$ cat src/wfbsm_pkg.sv
// ----------------------------------------------------------------------------
// wfbsm_pkg - shared types and constants of the buffer slot manager
// Operation and status codes, sequencer states and the store command bundle.
// ----------------------------------------------------------------------------
`default_nettype none

package wfbsm_pkg;

   localparam int SLOT_W          = 3;
   localparam int VALUE_W         = 32;
   localparam int DEF_SLOTS       = 5;
   localparam int DEF_MAX_HOLDERS = 15;

   localparam logic [VALUE_W-1:0] RESET_VALUE = 32'd99;

   typedef enum logic [1:0] {
      OP_ACQ_PREV = 2'd0,
      OP_ACQ_CUR  = 2'd1,
      OP_RELEASE  = 2'd2,
      OP_PUBLISH  = 2'd3
   } op_type;

   typedef enum logic [1:0] {
      ST_OK          = 2'd0,
      ST_NO_FREE     = 2'd1,
      ST_BAD_RELEASE = 2'd2,
      ST_OVERFLOW    = 2'd3
   } status_type;

   typedef enum logic [1:0] {
      S_IDLE,
      S_ACCESS,
      S_SCAN,
      S_DONE
   } state_type;

   typedef struct packed {
      logic cnt_inc;
      logic cnt_dec;
      logic val_we;
   } store_cmd_type;

endpackage

`default_nettype wire

$ cat src/wait_free_buffer_slot_manager.sv
// ----------------------------------------------------------------------------
// wait_free_buffer_slot_manager - slot pool for one writer, many readers
//
// Request channel (req_): one word per operation - acquire previous, acquire
// current, release a slot, publish a value. Response channel (rsp_): one word
// per request with slot, value, status and the current/previous indices.
// Both channels: a word moves when valid is high and stall is low.
//
// Acquire and release run in one access step. A publish walks the pool one
// slot per cycle through a single count compare, up to the first free slot.
// One operation is in flight at a time; the next request is taken once the
// previous response sits in the output register.
//
// Reset: slot 0 holds 99, all other values and all holder counts are zero,
// current and previous are slot 0. While rsp_stall is high the response
// holds in the output register; one further operation may complete and then
// waits until the register drains.
// ----------------------------------------------------------------------------
`default_nettype none

module wait_free_buffer_slot_manager #(
   parameter int SLOTS       = wfbsm_pkg::DEF_SLOTS,
   parameter int MAX_HOLDERS = wfbsm_pkg::DEF_MAX_HOLDERS
) (
   input  wire logic                                clock,
   input  wire logic                                reset,
   input  wire logic                                req_valid,
   output logic                                     req_stall,
   input  wire logic [1:0]                          req_operation,
   input  wire logic [2:0]                          req_slot_in,
   input  wire logic signed [31:0]                  req_value_in,
   output logic                                     rsp_valid,
   input  wire logic                                rsp_stall,
   output logic [2:0]                               rsp_slot_out,
   output logic signed [31:0]                       rsp_value_out,
   output logic [1:0]                               rsp_status,
   output logic [2:0]                               rsp_current_slot,
   output logic [2:0]                               rsp_previous_slot
);

   localparam int IDX_W = $clog2(SLOTS);
   localparam int CNT_W = $clog2(MAX_HOLDERS+1);

   logic                              out_free;
   logic                              res_valid;
   logic [wfbsm_pkg::SLOT_W-1:0]      res_slot;
   logic [wfbsm_pkg::VALUE_W-1:0]     res_value;
   wfbsm_pkg::status_type             res_status;
   logic [IDX_W-1:0]                  cur_idx;
   logic [IDX_W-1:0]                  prev_idx;
   logic [IDX_W-1:0]                  st_idx;
   wfbsm_pkg::store_cmd_type          st_cmd;
   logic [wfbsm_pkg::VALUE_W-1:0]     st_wdata;
   logic [CNT_W-1:0]                  st_rd_count;
   logic [wfbsm_pkg::VALUE_W-1:0]     st_rd_value;

   logic                              rsp_valid_ff, rsp_valid_in;
   logic [2:0]                        slot_out_ff;
   logic [31:0]                       value_out_ff;
   logic [1:0]                        status_ff;
   logic [2:0]                        current_ff;
   logic [2:0]                        previous_ff;

   wfbsm_seq #(
      .SLOTS       (SLOTS),
      .MAX_HOLDERS (MAX_HOLDERS)
   ) u_seq (
      .clock         (clock),
      .reset         (reset),
      .req_valid     (req_valid),
      .req_stall     (req_stall),
      .req_operation (req_operation),
      .req_slot_in   (req_slot_in),
      .req_value_in  (req_value_in),
      .out_free      (out_free),
      .res_valid     (res_valid),
      .res_slot      (res_slot),
      .res_value     (res_value),
      .res_status    (res_status),
      .cur_idx       (cur_idx),
      .prev_idx      (prev_idx),
      .st_idx        (st_idx),
      .st_cmd        (st_cmd),
      .st_wdata      (st_wdata),
      .st_rd_count   (st_rd_count),
      .st_rd_value   (st_rd_value)
   );

   wfbsm_store #(
      .SLOTS       (SLOTS),
      .MAX_HOLDERS (MAX_HOLDERS)
   ) u_store (
      .clock    (clock),
      .reset    (reset),
      .idx      (st_idx),
      .cmd      (st_cmd),
      .wdata    (st_wdata),
      .rd_count (st_rd_count),
      .rd_value (st_rd_value)
   );

   assign out_free     = !rsp_valid_ff || !rsp_stall;
   assign rsp_valid_in = res_valid || (rsp_valid_ff && rsp_stall);

   always_ff @(posedge clock) begin
      if (reset) begin
         rsp_valid_ff <= 1'b0;
      end else begin
         rsp_valid_ff <= rsp_valid_in;
      end
   end

   always_ff @(posedge clock) begin
      if (res_valid) begin
         slot_out_ff  <= res_slot;
         value_out_ff <= res_value;
         status_ff    <= res_status;
         current_ff   <= wfbsm_pkg::SLOT_W'(cur_idx);
         previous_ff  <= wfbsm_pkg::SLOT_W'(prev_idx);
      end
   end

   assign rsp_valid         = rsp_valid_ff;
   assign rsp_slot_out      = slot_out_ff;
   assign rsp_value_out     = value_out_ff;
   assign rsp_status        = status_ff;
   assign rsp_current_slot  = current_ff;
   assign rsp_previous_slot = previous_ff;

endmodule

`default_nettype wire

$ cat src/wfbsm_store.sv
// ----------------------------------------------------------------------------
// wfbsm_store - slot value and holder count storage
// One read index, count increment/decrement and value write at that index.
// ----------------------------------------------------------------------------
`default_nettype none

module wfbsm_store #(
   parameter int SLOTS       = wfbsm_pkg::DEF_SLOTS,
   parameter int MAX_HOLDERS = wfbsm_pkg::DEF_MAX_HOLDERS
) (
   input  wire logic                                clock,
   input  wire logic                                reset,
   input  wire logic [$clog2(SLOTS)-1:0]            idx,
   input  wire wfbsm_pkg::store_cmd_type            cmd,
   input  wire logic [wfbsm_pkg::VALUE_W-1:0]       wdata,
   output logic [$clog2(MAX_HOLDERS+1)-1:0]         rd_count,
   output logic [wfbsm_pkg::VALUE_W-1:0]            rd_value
);

   localparam int CNT_W = $clog2(MAX_HOLDERS+1);

   logic [CNT_W-1:0]              counts_ff [SLOTS];
   logic [CNT_W-1:0]              counts_in [SLOTS];
   logic [wfbsm_pkg::VALUE_W-1:0] values_ff [SLOTS];
   logic [wfbsm_pkg::VALUE_W-1:0] values_in [SLOTS];
   logic                          idx_ok;

   assign idx_ok = int'(idx) < SLOTS;

   always_comb begin
      for (int i = 0; i < SLOTS; i++) begin
         counts_in[i] = counts_ff[i];
         values_in[i] = values_ff[i];
         if (idx_ok && int'(idx) == i) begin
            if (cmd.cnt_inc) begin
               counts_in[i] = counts_ff[i] + 1'b1;
            end else if (cmd.cnt_dec) begin
               counts_in[i] = counts_ff[i] - 1'b1;
            end
            if (cmd.val_we) begin
               values_in[i] = wdata;
            end
         end
      end
   end

   always_ff @(posedge clock) begin
      if (reset) begin
         for (int i = 0; i < SLOTS; i++) begin
            counts_ff[i] <= '0;
            values_ff[i] <= (i == 0) ? wfbsm_pkg::RESET_VALUE : '0;
         end
      end else begin
         for (int i = 0; i < SLOTS; i++) begin
            counts_ff[i] <= counts_in[i];
            values_ff[i] <= values_in[i];
         end
      end
   end

   assign rd_count = idx_ok ? counts_ff[idx] : '0;
   assign rd_value = idx_ok ? values_ff[idx] : '0;

endmodule

`default_nettype wire

$ cat src/wfbsm_seq.sv
// ----------------------------------------------------------------------------
// wfbsm_seq - operation sequencer
// Runs acquire and release in one access step and walks the pool one slot
// a cycle through the shared count compare for a publish.
// ----------------------------------------------------------------------------
`default_nettype none

module wfbsm_seq #(
   parameter int SLOTS       = wfbsm_pkg::DEF_SLOTS,
   parameter int MAX_HOLDERS = wfbsm_pkg::DEF_MAX_HOLDERS
) (
   input  wire logic                                clock,
   input  wire logic                                reset,
   input  wire logic                                req_valid,
   output logic                                     req_stall,
   input  wire logic [1:0]                          req_operation,
   input  wire logic [wfbsm_pkg::SLOT_W-1:0]        req_slot_in,
   input  wire logic [wfbsm_pkg::VALUE_W-1:0]       req_value_in,
   input  wire logic                                out_free,
   output logic                                     res_valid,
   output logic [wfbsm_pkg::SLOT_W-1:0]             res_slot,
   output logic [wfbsm_pkg::VALUE_W-1:0]            res_value,
   output wfbsm_pkg::status_type                    res_status,
   output logic [$clog2(SLOTS)-1:0]                 cur_idx,
   output logic [$clog2(SLOTS)-1:0]                 prev_idx,
   output logic [$clog2(SLOTS)-1:0]                 st_idx,
   output wfbsm_pkg::store_cmd_type                 st_cmd,
   output logic [wfbsm_pkg::VALUE_W-1:0]            st_wdata,
   input  wire logic [$clog2(MAX_HOLDERS+1)-1:0]    st_rd_count,
   input  wire logic [wfbsm_pkg::VALUE_W-1:0]       st_rd_value
);

   localparam int IDX_W  = $clog2(SLOTS);
   localparam int CNT_W  = $clog2(MAX_HOLDERS+1);
   localparam int SCAN_W = $clog2(SLOTS+1);
   localparam logic [IDX_W-1:0]  IDX_LAST  = IDX_W'(SLOTS-1);
   localparam logic [SCAN_W-1:0] SCAN_LAST = SCAN_W'(SLOTS-1);
   localparam logic [CNT_W-1:0]  CNT_MAX   = CNT_W'(MAX_HOLDERS);

   wfbsm_pkg::state_type             state_ff, state_in;
   wfbsm_pkg::op_type                op_ff, op_in;
   logic [wfbsm_pkg::SLOT_W-1:0]     slot_ff, slot_in;
   logic [wfbsm_pkg::VALUE_W-1:0]    value_ff, value_in;
   logic [IDX_W-1:0]                 idx_ff, idx_in;
   logic [IDX_W-1:0]                 cur_ff, cur_in;
   logic [IDX_W-1:0]                 prev_ff, prev_in;
   logic [SCAN_W-1:0]                scan_ff, scan_in;
   logic [wfbsm_pkg::SLOT_W-1:0]     res_slot_ff, res_slot_in;
   logic [wfbsm_pkg::VALUE_W-1:0]    res_value_ff, res_value_in;
   wfbsm_pkg::status_type            res_status_ff, res_status_in;

   logic accept;
   logic cnt_zero;
   logic cnt_full;

   function automatic logic [IDX_W-1:0] next_idx(input logic [IDX_W-1:0] i);
      return (i == IDX_LAST) ? '0 : i + 1'b1;
   endfunction

   assign accept   = req_valid && (state_ff == wfbsm_pkg::S_IDLE);
   assign req_stall = reset || (state_ff != wfbsm_pkg::S_IDLE);

   // shared count compare
   assign cnt_zero = st_rd_count == '0;
   assign cnt_full = st_rd_count >= CNT_MAX;

   always_comb begin
      state_in = state_ff;
      unique case (state_ff)
         wfbsm_pkg::S_IDLE: begin
            if (accept) begin
               state_in = (wfbsm_pkg::op_type'(req_operation) == wfbsm_pkg::OP_PUBLISH)
                          ? wfbsm_pkg::S_SCAN : wfbsm_pkg::S_ACCESS;
            end
         end
         wfbsm_pkg::S_ACCESS: begin
            state_in = wfbsm_pkg::S_DONE;
         end
         wfbsm_pkg::S_SCAN: begin
            if (cnt_zero || scan_ff == SCAN_LAST) begin
               state_in = wfbsm_pkg::S_DONE;
            end
         end
         wfbsm_pkg::S_DONE: begin
            if (out_free) begin
               state_in = wfbsm_pkg::S_IDLE;
            end
         end
         default: state_in = wfbsm_pkg::S_IDLE;
      endcase
   end

   always_comb begin
      op_in         = op_ff;
      slot_in       = slot_ff;
      value_in      = value_ff;
      idx_in        = idx_ff;
      cur_in        = cur_ff;
      prev_in       = prev_ff;
      scan_in       = scan_ff;
      res_slot_in   = res_slot_ff;
      res_value_in  = res_value_ff;
      res_status_in = res_status_ff;
      st_cmd        = '0;
      unique case (state_ff)
         wfbsm_pkg::S_IDLE: begin
            if (accept) begin
               op_in    = wfbsm_pkg::op_type'(req_operation);
               slot_in  = req_slot_in;
               value_in = req_value_in;
               scan_in  = '0;
               unique case (wfbsm_pkg::op_type'(req_operation))
                  wfbsm_pkg::OP_ACQ_PREV: idx_in = prev_ff;
                  wfbsm_pkg::OP_ACQ_CUR:  idx_in = cur_ff;
                  wfbsm_pkg::OP_RELEASE:  idx_in = req_slot_in[IDX_W-1:0];
                  wfbsm_pkg::OP_PUBLISH: begin
                     idx_in  = next_idx(cur_ff);
                     prev_in = cur_ff;
                  end
                  default: idx_in = cur_ff;
               endcase
            end
         end
         wfbsm_pkg::S_ACCESS: begin
            if (op_ff == wfbsm_pkg::OP_RELEASE) begin
               res_slot_in = slot_ff;
               if (int'(slot_ff) >= SLOTS) begin
                  res_status_in = wfbsm_pkg::ST_BAD_RELEASE;
                  res_value_in  = '0;
               end else if (cnt_zero) begin
                  res_status_in = wfbsm_pkg::ST_BAD_RELEASE;
                  res_value_in  = st_rd_value;
               end else begin
                  st_cmd.cnt_dec = 1'b1;
                  res_status_in  = wfbsm_pkg::ST_OK;
                  res_value_in   = st_rd_value;
               end
            end else begin
               res_slot_in  = wfbsm_pkg::SLOT_W'(idx_ff);
               res_value_in = st_rd_value;
               if (cnt_full) begin
                  res_status_in = wfbsm_pkg::ST_OVERFLOW;
               end else begin
                  st_cmd.cnt_inc = 1'b1;
                  res_status_in  = wfbsm_pkg::ST_OK;
               end
            end
         end
         wfbsm_pkg::S_SCAN: begin
            if (cnt_zero) begin
               st_cmd.val_we = 1'b1;
               cur_in        = idx_ff;
               res_slot_in   = wfbsm_pkg::SLOT_W'(idx_ff);
               res_value_in  = value_ff;
               res_status_in = wfbsm_pkg::ST_OK;
            end else if (scan_ff == SCAN_LAST) begin
               // last slot tried is the current one
               res_slot_in   = wfbsm_pkg::SLOT_W'(cur_ff);
               res_value_in  = st_rd_value;
               res_status_in = wfbsm_pkg::ST_NO_FREE;
            end else begin
               idx_in  = next_idx(idx_ff);
               scan_in = scan_ff + 1'b1;
            end
         end
         wfbsm_pkg::S_DONE: begin
         end
         default: begin
         end
      endcase
   end

   always_ff @(posedge clock) begin
      if (reset) begin
         state_ff <= wfbsm_pkg::S_IDLE;
         cur_ff   <= '0;
         prev_ff  <= '0;
      end else begin
         state_ff <= state_in;
         cur_ff   <= cur_in;
         prev_ff  <= prev_in;
      end
   end

   always_ff @(posedge clock) begin
      op_ff         <= op_in;
      slot_ff       <= slot_in;
      value_ff      <= value_in;
      idx_ff        <= idx_in;
      scan_ff       <= scan_in;
      res_slot_ff   <= res_slot_in;
      res_value_ff  <= res_value_in;
      res_status_ff <= res_status_in;
   end

   assign st_idx     = idx_ff;
   assign st_wdata   = value_ff;
   assign res_valid  = (state_ff == wfbsm_pkg::S_DONE) && out_free;
   assign res_slot   = res_slot_ff;
   assign res_value  = res_value_ff;
   assign res_status = res_status_ff;
   assign cur_idx    = cur_ff;
   assign prev_idx   = prev_ff;

   a_cur_range: assert property (@(posedge clock) disable iff (reset)
      int'(cur_ff) < SLOTS)
      else $error("current index out of range");

   a_prev_range: assert property (@(posedge clock) disable iff (reset)
      int'(prev_ff) < SLOTS)
      else $error("previous index out of range");

   a_scan_bound: assert property (@(posedge clock) disable iff (reset)
      (state_ff == wfbsm_pkg::S_SCAN) |-> (int'(scan_ff) < SLOTS))
      else $error("publish scan ran past the pool");

   a_pick_free: assert property (@(posedge clock) disable iff (reset)
      (state_ff == wfbsm_pkg::S_SCAN && cnt_zero) |=> (cur_ff == $past(idx_ff)))
      else $error("free slot not made current");

endmodule

`default_nettype wire

$ cat config.mk
export PLATFORM = sky130hd
export DESIGN_NAME = wait_free_buffer_slot_manager
export DESIGN_NICKNAME = d
export VERILOG_FILES = /design/src/wfbsm_pkg.sv /design/src/wait_free_buffer_slot_manager.sv /design/src/wfbsm_store.sv /design/src/wfbsm_seq.sv
export SDC_FILE = /design/constraint.sdc
export NUM_CORES = 1
export LEC_CHECK = 0
export BUFFER_PORTS_ARGS = -buffer_cell sky130_fd_sc_hd__buf_4
export CORE_MARGIN = 1.5
export CORE_UTILIZATION = 40
export DETAILED_ROUTE_END_ITERATION = 10
export GPL_ROUTABILITY_DRIVEN = 1
export GPL_TIMING_DRIVEN = 1
export PLACE_DENSITY = 0.65
export SLEW_MARGIN = 20
export SYNTH_ARGS = -nofsm -noshare
export SYNTH_HDL_FRONTEND = slang
export SYNTH_HIERARCHICAL = 1
export SYNTH_SLANG_ARGS = --single-unit
$ cat constraint.sdc
create_clock -name clock -period 4.9 [get_ports clock]
set_clock_uncertainty 0.1 [all_clocks]
set_input_delay 0.98 -clock clock [delete_from_list [all_inputs] [get_ports clock]]
set_output_delay 0.98 -clock clock [all_outputs]
set_load 0.03 [all_outputs]
==> impl_metrics.toml <==
[status]
status = "complete, no violations"

[layout]
final_cell_mix = "edfxtp_1 (283), buf_4 (102), nand2_1 (48), inv_1 (48), mux4_2 (36)"
fillers = 2675
final_common_cell = "edfxtp_1"
drive_above_1_share = 0.225
final_cells = 1302
areaGrowthSynthToFinish_pct = 16.3
final_area_um2 = 14700
diodes = 0
postLayoutCoreUtil = 0.476
multi_input_area_um2 = 3180
nNetsFinal = 949
seq_area_um2 = 9080

[floorplan]
die_h_um = 181
dieArea_um2 = 32700
row_count = 64
initial_core_util = 0.410
core-area_um2 = 30900
dieWidth_um = 181
io_pins = 86

[logic_synthesis]
synth_warnings = 6
post_synth_instance_area_um2 = 12700
syn_nets = 852
yosys.area_share.simple = 0.0668
synth_top_family_by_area = "multiplexers"
synth_fa_ha_area_frac = 0.0287
synthMuxAreaShare = 0.0760
synthTopCellsByArea = "edfxtp_1 (67%), mux4_2 (6.4%), dfxtp_1 (4.6%)"
synthCells = 785
synth_ff_type = "edfxtp_1"
yosysTopAreaCellShare = 0.671
ys_seq_area_frac = 0.717
synth_compound_area_frac = 0.0701
synth_seq_cells = 312
synth-edff-count = 283
synth_xor_area_frac = 0.00761
postSynthAreaPerCell_um2 = 16.1
yosysTopAreaCell = "edfxtp_1"
synthDistinctLibCells = 54
synthArstFlopShare = 0

[global_route]
grt_max_degree = 42
antenna_found_initial = 0
grt-ovfl-total = 0
grt_pass1_vias = 6770
grt_pass1_wl_um = 39000
grtUsageTotal = 0.153

[min_path]
min_to = "rsp_value_out[13]"
min_path_cells = 0
min_from = "u_seq/res_value[13]"
worstHoldPathType = "reg -> reg"

[detailed_routing]
antenna_left = 0
wl_um = 24800
via_count = 6671
wl_per_cell_um = 19.1
viasPerCell = 5.12
first_iter_violations = 590
dr.pass1.iters = 5
route.detailed.drc = 0

[sta]
max_freq_ghz = 0.261
maxSlewViolCount = 0
worst_pin_slew_ns = 1.10
fin_crit_ns = 3.83
fin_ws_ns = 1.07
setup_tns_ns = 0
timing.hold.ws_ns = 0.312
fin_crit_sh = 0.781
rsz0062_at_grt = "false"
setup_viol = 0
hold_violations = 0
slew_headroom = 0.267

[power_and_ir_drop]
ir_worst_vdd_v = 0.000319
cellLeakagePower_nw = 5.36
p_int_mw = 5.89
power_mw = 8.40
p_clk_frac = 0.272
sequentialPowerShare = 0.467
p_sw_mw = 2.50
power-per-cell-area_nw_per_um2 = 570
p_comb_frac = 0.261
p_sw_frac = 0.298

[cts]
cts-htree-levels = 1
cts_resized = 0
clk_latency_ns = 0.55
clock-root-buffer = "clkbuf_16"
postCtsSetupBuffers = 0
cts_hold_buffers = 0
path_clk_slew_ns = 0.06
cts_tree = "built"
cts_buffers = 31
clock_sinks = 312
clockBufferDepth = 3

[placement]
place_hpwl_um = 14600
numPortBuffers = 85
gp_congestion = 0.764
dpl_cell_area_um2 = 13700
dpl.cell_count = 1245
dp_slack_ns = 1.03

[worst_setup_path]
worst-path-buf-inv = 2
startpoint_type = "register"
slowest_delay_ns = 0.52
worstSetupPathType = "reg -> reg"
worstReg2RegStart = "u_seq/st_idx[0]"
cp_max_fo = 27
timing.rr.end = "u_store/counts_ff[4][3]"
worst_path_max_delay_cell = "edfxtp_1"
critical_path_required_ns = 5.24
path_cells = "buf_4 > nor3b_4 > nand2_1 > o21ai_0 > nand4_1 > and3_1 > inv_2 > ha_1 > a21o_1 > a21oi_1 > mux2i_1 > mux2_1"
worst_setup_path_end_kind = "register"
critical-path-top-delay-family = "simple AND/OR/NAND/NOR gates"
worstPathArrival_ns = 4.17
path_depth = 12
rr_worst_depth = 12
r2r_slack_ns = 1.07

[run]
drv_cap = 0
## worst register-to-register path, stage by stage (launching register included)
cell and delay (ns):
edfxtp_1 0.52, buf_4 0.36, nor3b_4 0.36, nand2_1 0.10, o21ai_0 0.18, nand4_1 0.23, and3_1 0.30, inv_2 0.39
ha_1 0.31, a21o_1 0.17, a21oi_1 0.17, mux2i_1 0.21, mux2_1 0.33
## cell usage after synthesis (all sizes together) (5+ instances only)
master / count
a22o: 32
o21ai: 41
nor2b: 10
inv: 50
ha: 21
clkbuf: 16
buf: 23
fa: 5
nand3: 8
mux2i: 8
and3: 6
xnor2: 6
a21oi: 27
mux4: 36
dfxtp: 29
nor2: 33
nand2b: 9
xor2: 5
edfxtp: 283
mux2: 6
nand2: 48
and2: 38
## flip-flops by register name (all words and copies together) (netlist names)
| name | flops |
|---|---|
| rsp_valid | 1 |
| rsp_status | 2 |
| rsp_slot_out | 3 |
| u_store/counts_ff | 20 |
| u_seq/state_ff | 2 |
| u_seq/prev_idx | 3 |
| rsp_previous_slot | 3 |
| u_store/values_ff | 160 |
| u_seq/op_ff | 2 |
| u_seq/st_wdata | 32 |
| u_seq/scan_ff | 3 |
| u_seq/res_slot | 3 |
| rsp_value_out | 32 |
| u_seq/cur_idx | 3 |
| u_seq/res_status | 2 |
| rsp_current_slot | 3 |
| u_seq/slot_ff | 3 |
| u_seq/st_idx | 3 |
| u_seq/res_value | 32 |
## cell type report
| cell class | instances | area share |
|---|---|---|
| tap | 396 | 0.0336 |
| clock inverter | 18 | 0.0117 |
| clock buffer | 39 | 0.0554 |
| inverter | 50 | 0.0136 |
| sequential | 312 | 0.616 |
| multi-input combinational | 384 | 0.216 |
| timing repair buffer | 103 | 0.0534 |
## worst max path at each step
stage	startpoint	endpoint	slack [ns]
final	u_seq/st_idx[0]	u_store/counts_ff[4][3]	1.07
after global routing	u_seq/st_idx[0]	u_store/values_ff[0][4]	0.64
after CTS	u_seq/st_idx[0]	u_store/values_ff[0][23]	1.02
after detailed placement	u_seq/st_idx[0]	u_store/counts_ff[4][3]	1.03
after global placement	u_seq/st_idx[0]	u_store/values_ff[1][31]	1.16
after floorplan	u_seq/st_idx[0]	u_store/values_ff[1][0]	0.32
## per-layer routing
layer  part of all wire  track usage  vias to the layer above
met3              0.047       0.0246                       40
met4              0.020       0.0357                        0
met1               0.46        0.217                     3297
met5                  0            0                        -
li1                   -            -                     3157
met2               0.47        0.249                      177
## kinds of logic (layout without fill, tap and decap cells)
group / count (synthesis) / in the layout
xor+xnor: 11 / 11
mux: 50 / 50
buf+inv: 89 / 210
simple gates: 166 / 166
fa+ha+maj: 26 / 26
compound gates: 131 / 131
flops: 312 / 312
## power groups by stage
stage,combinational (mW),sequential (mW),clock (mW)
4_1_cts,2.23,3.93,2.34
2_1_floorplan,1.57,3.96,0
6_report,2.19,3.92,2.28
3_3_place_gp,2.19,3.97,0
5_1_grt,2.41,3.97,2.45
3_5_place_dp,2.21,3.97,0
Note: power is estimated with default switching activity, not from simulation.
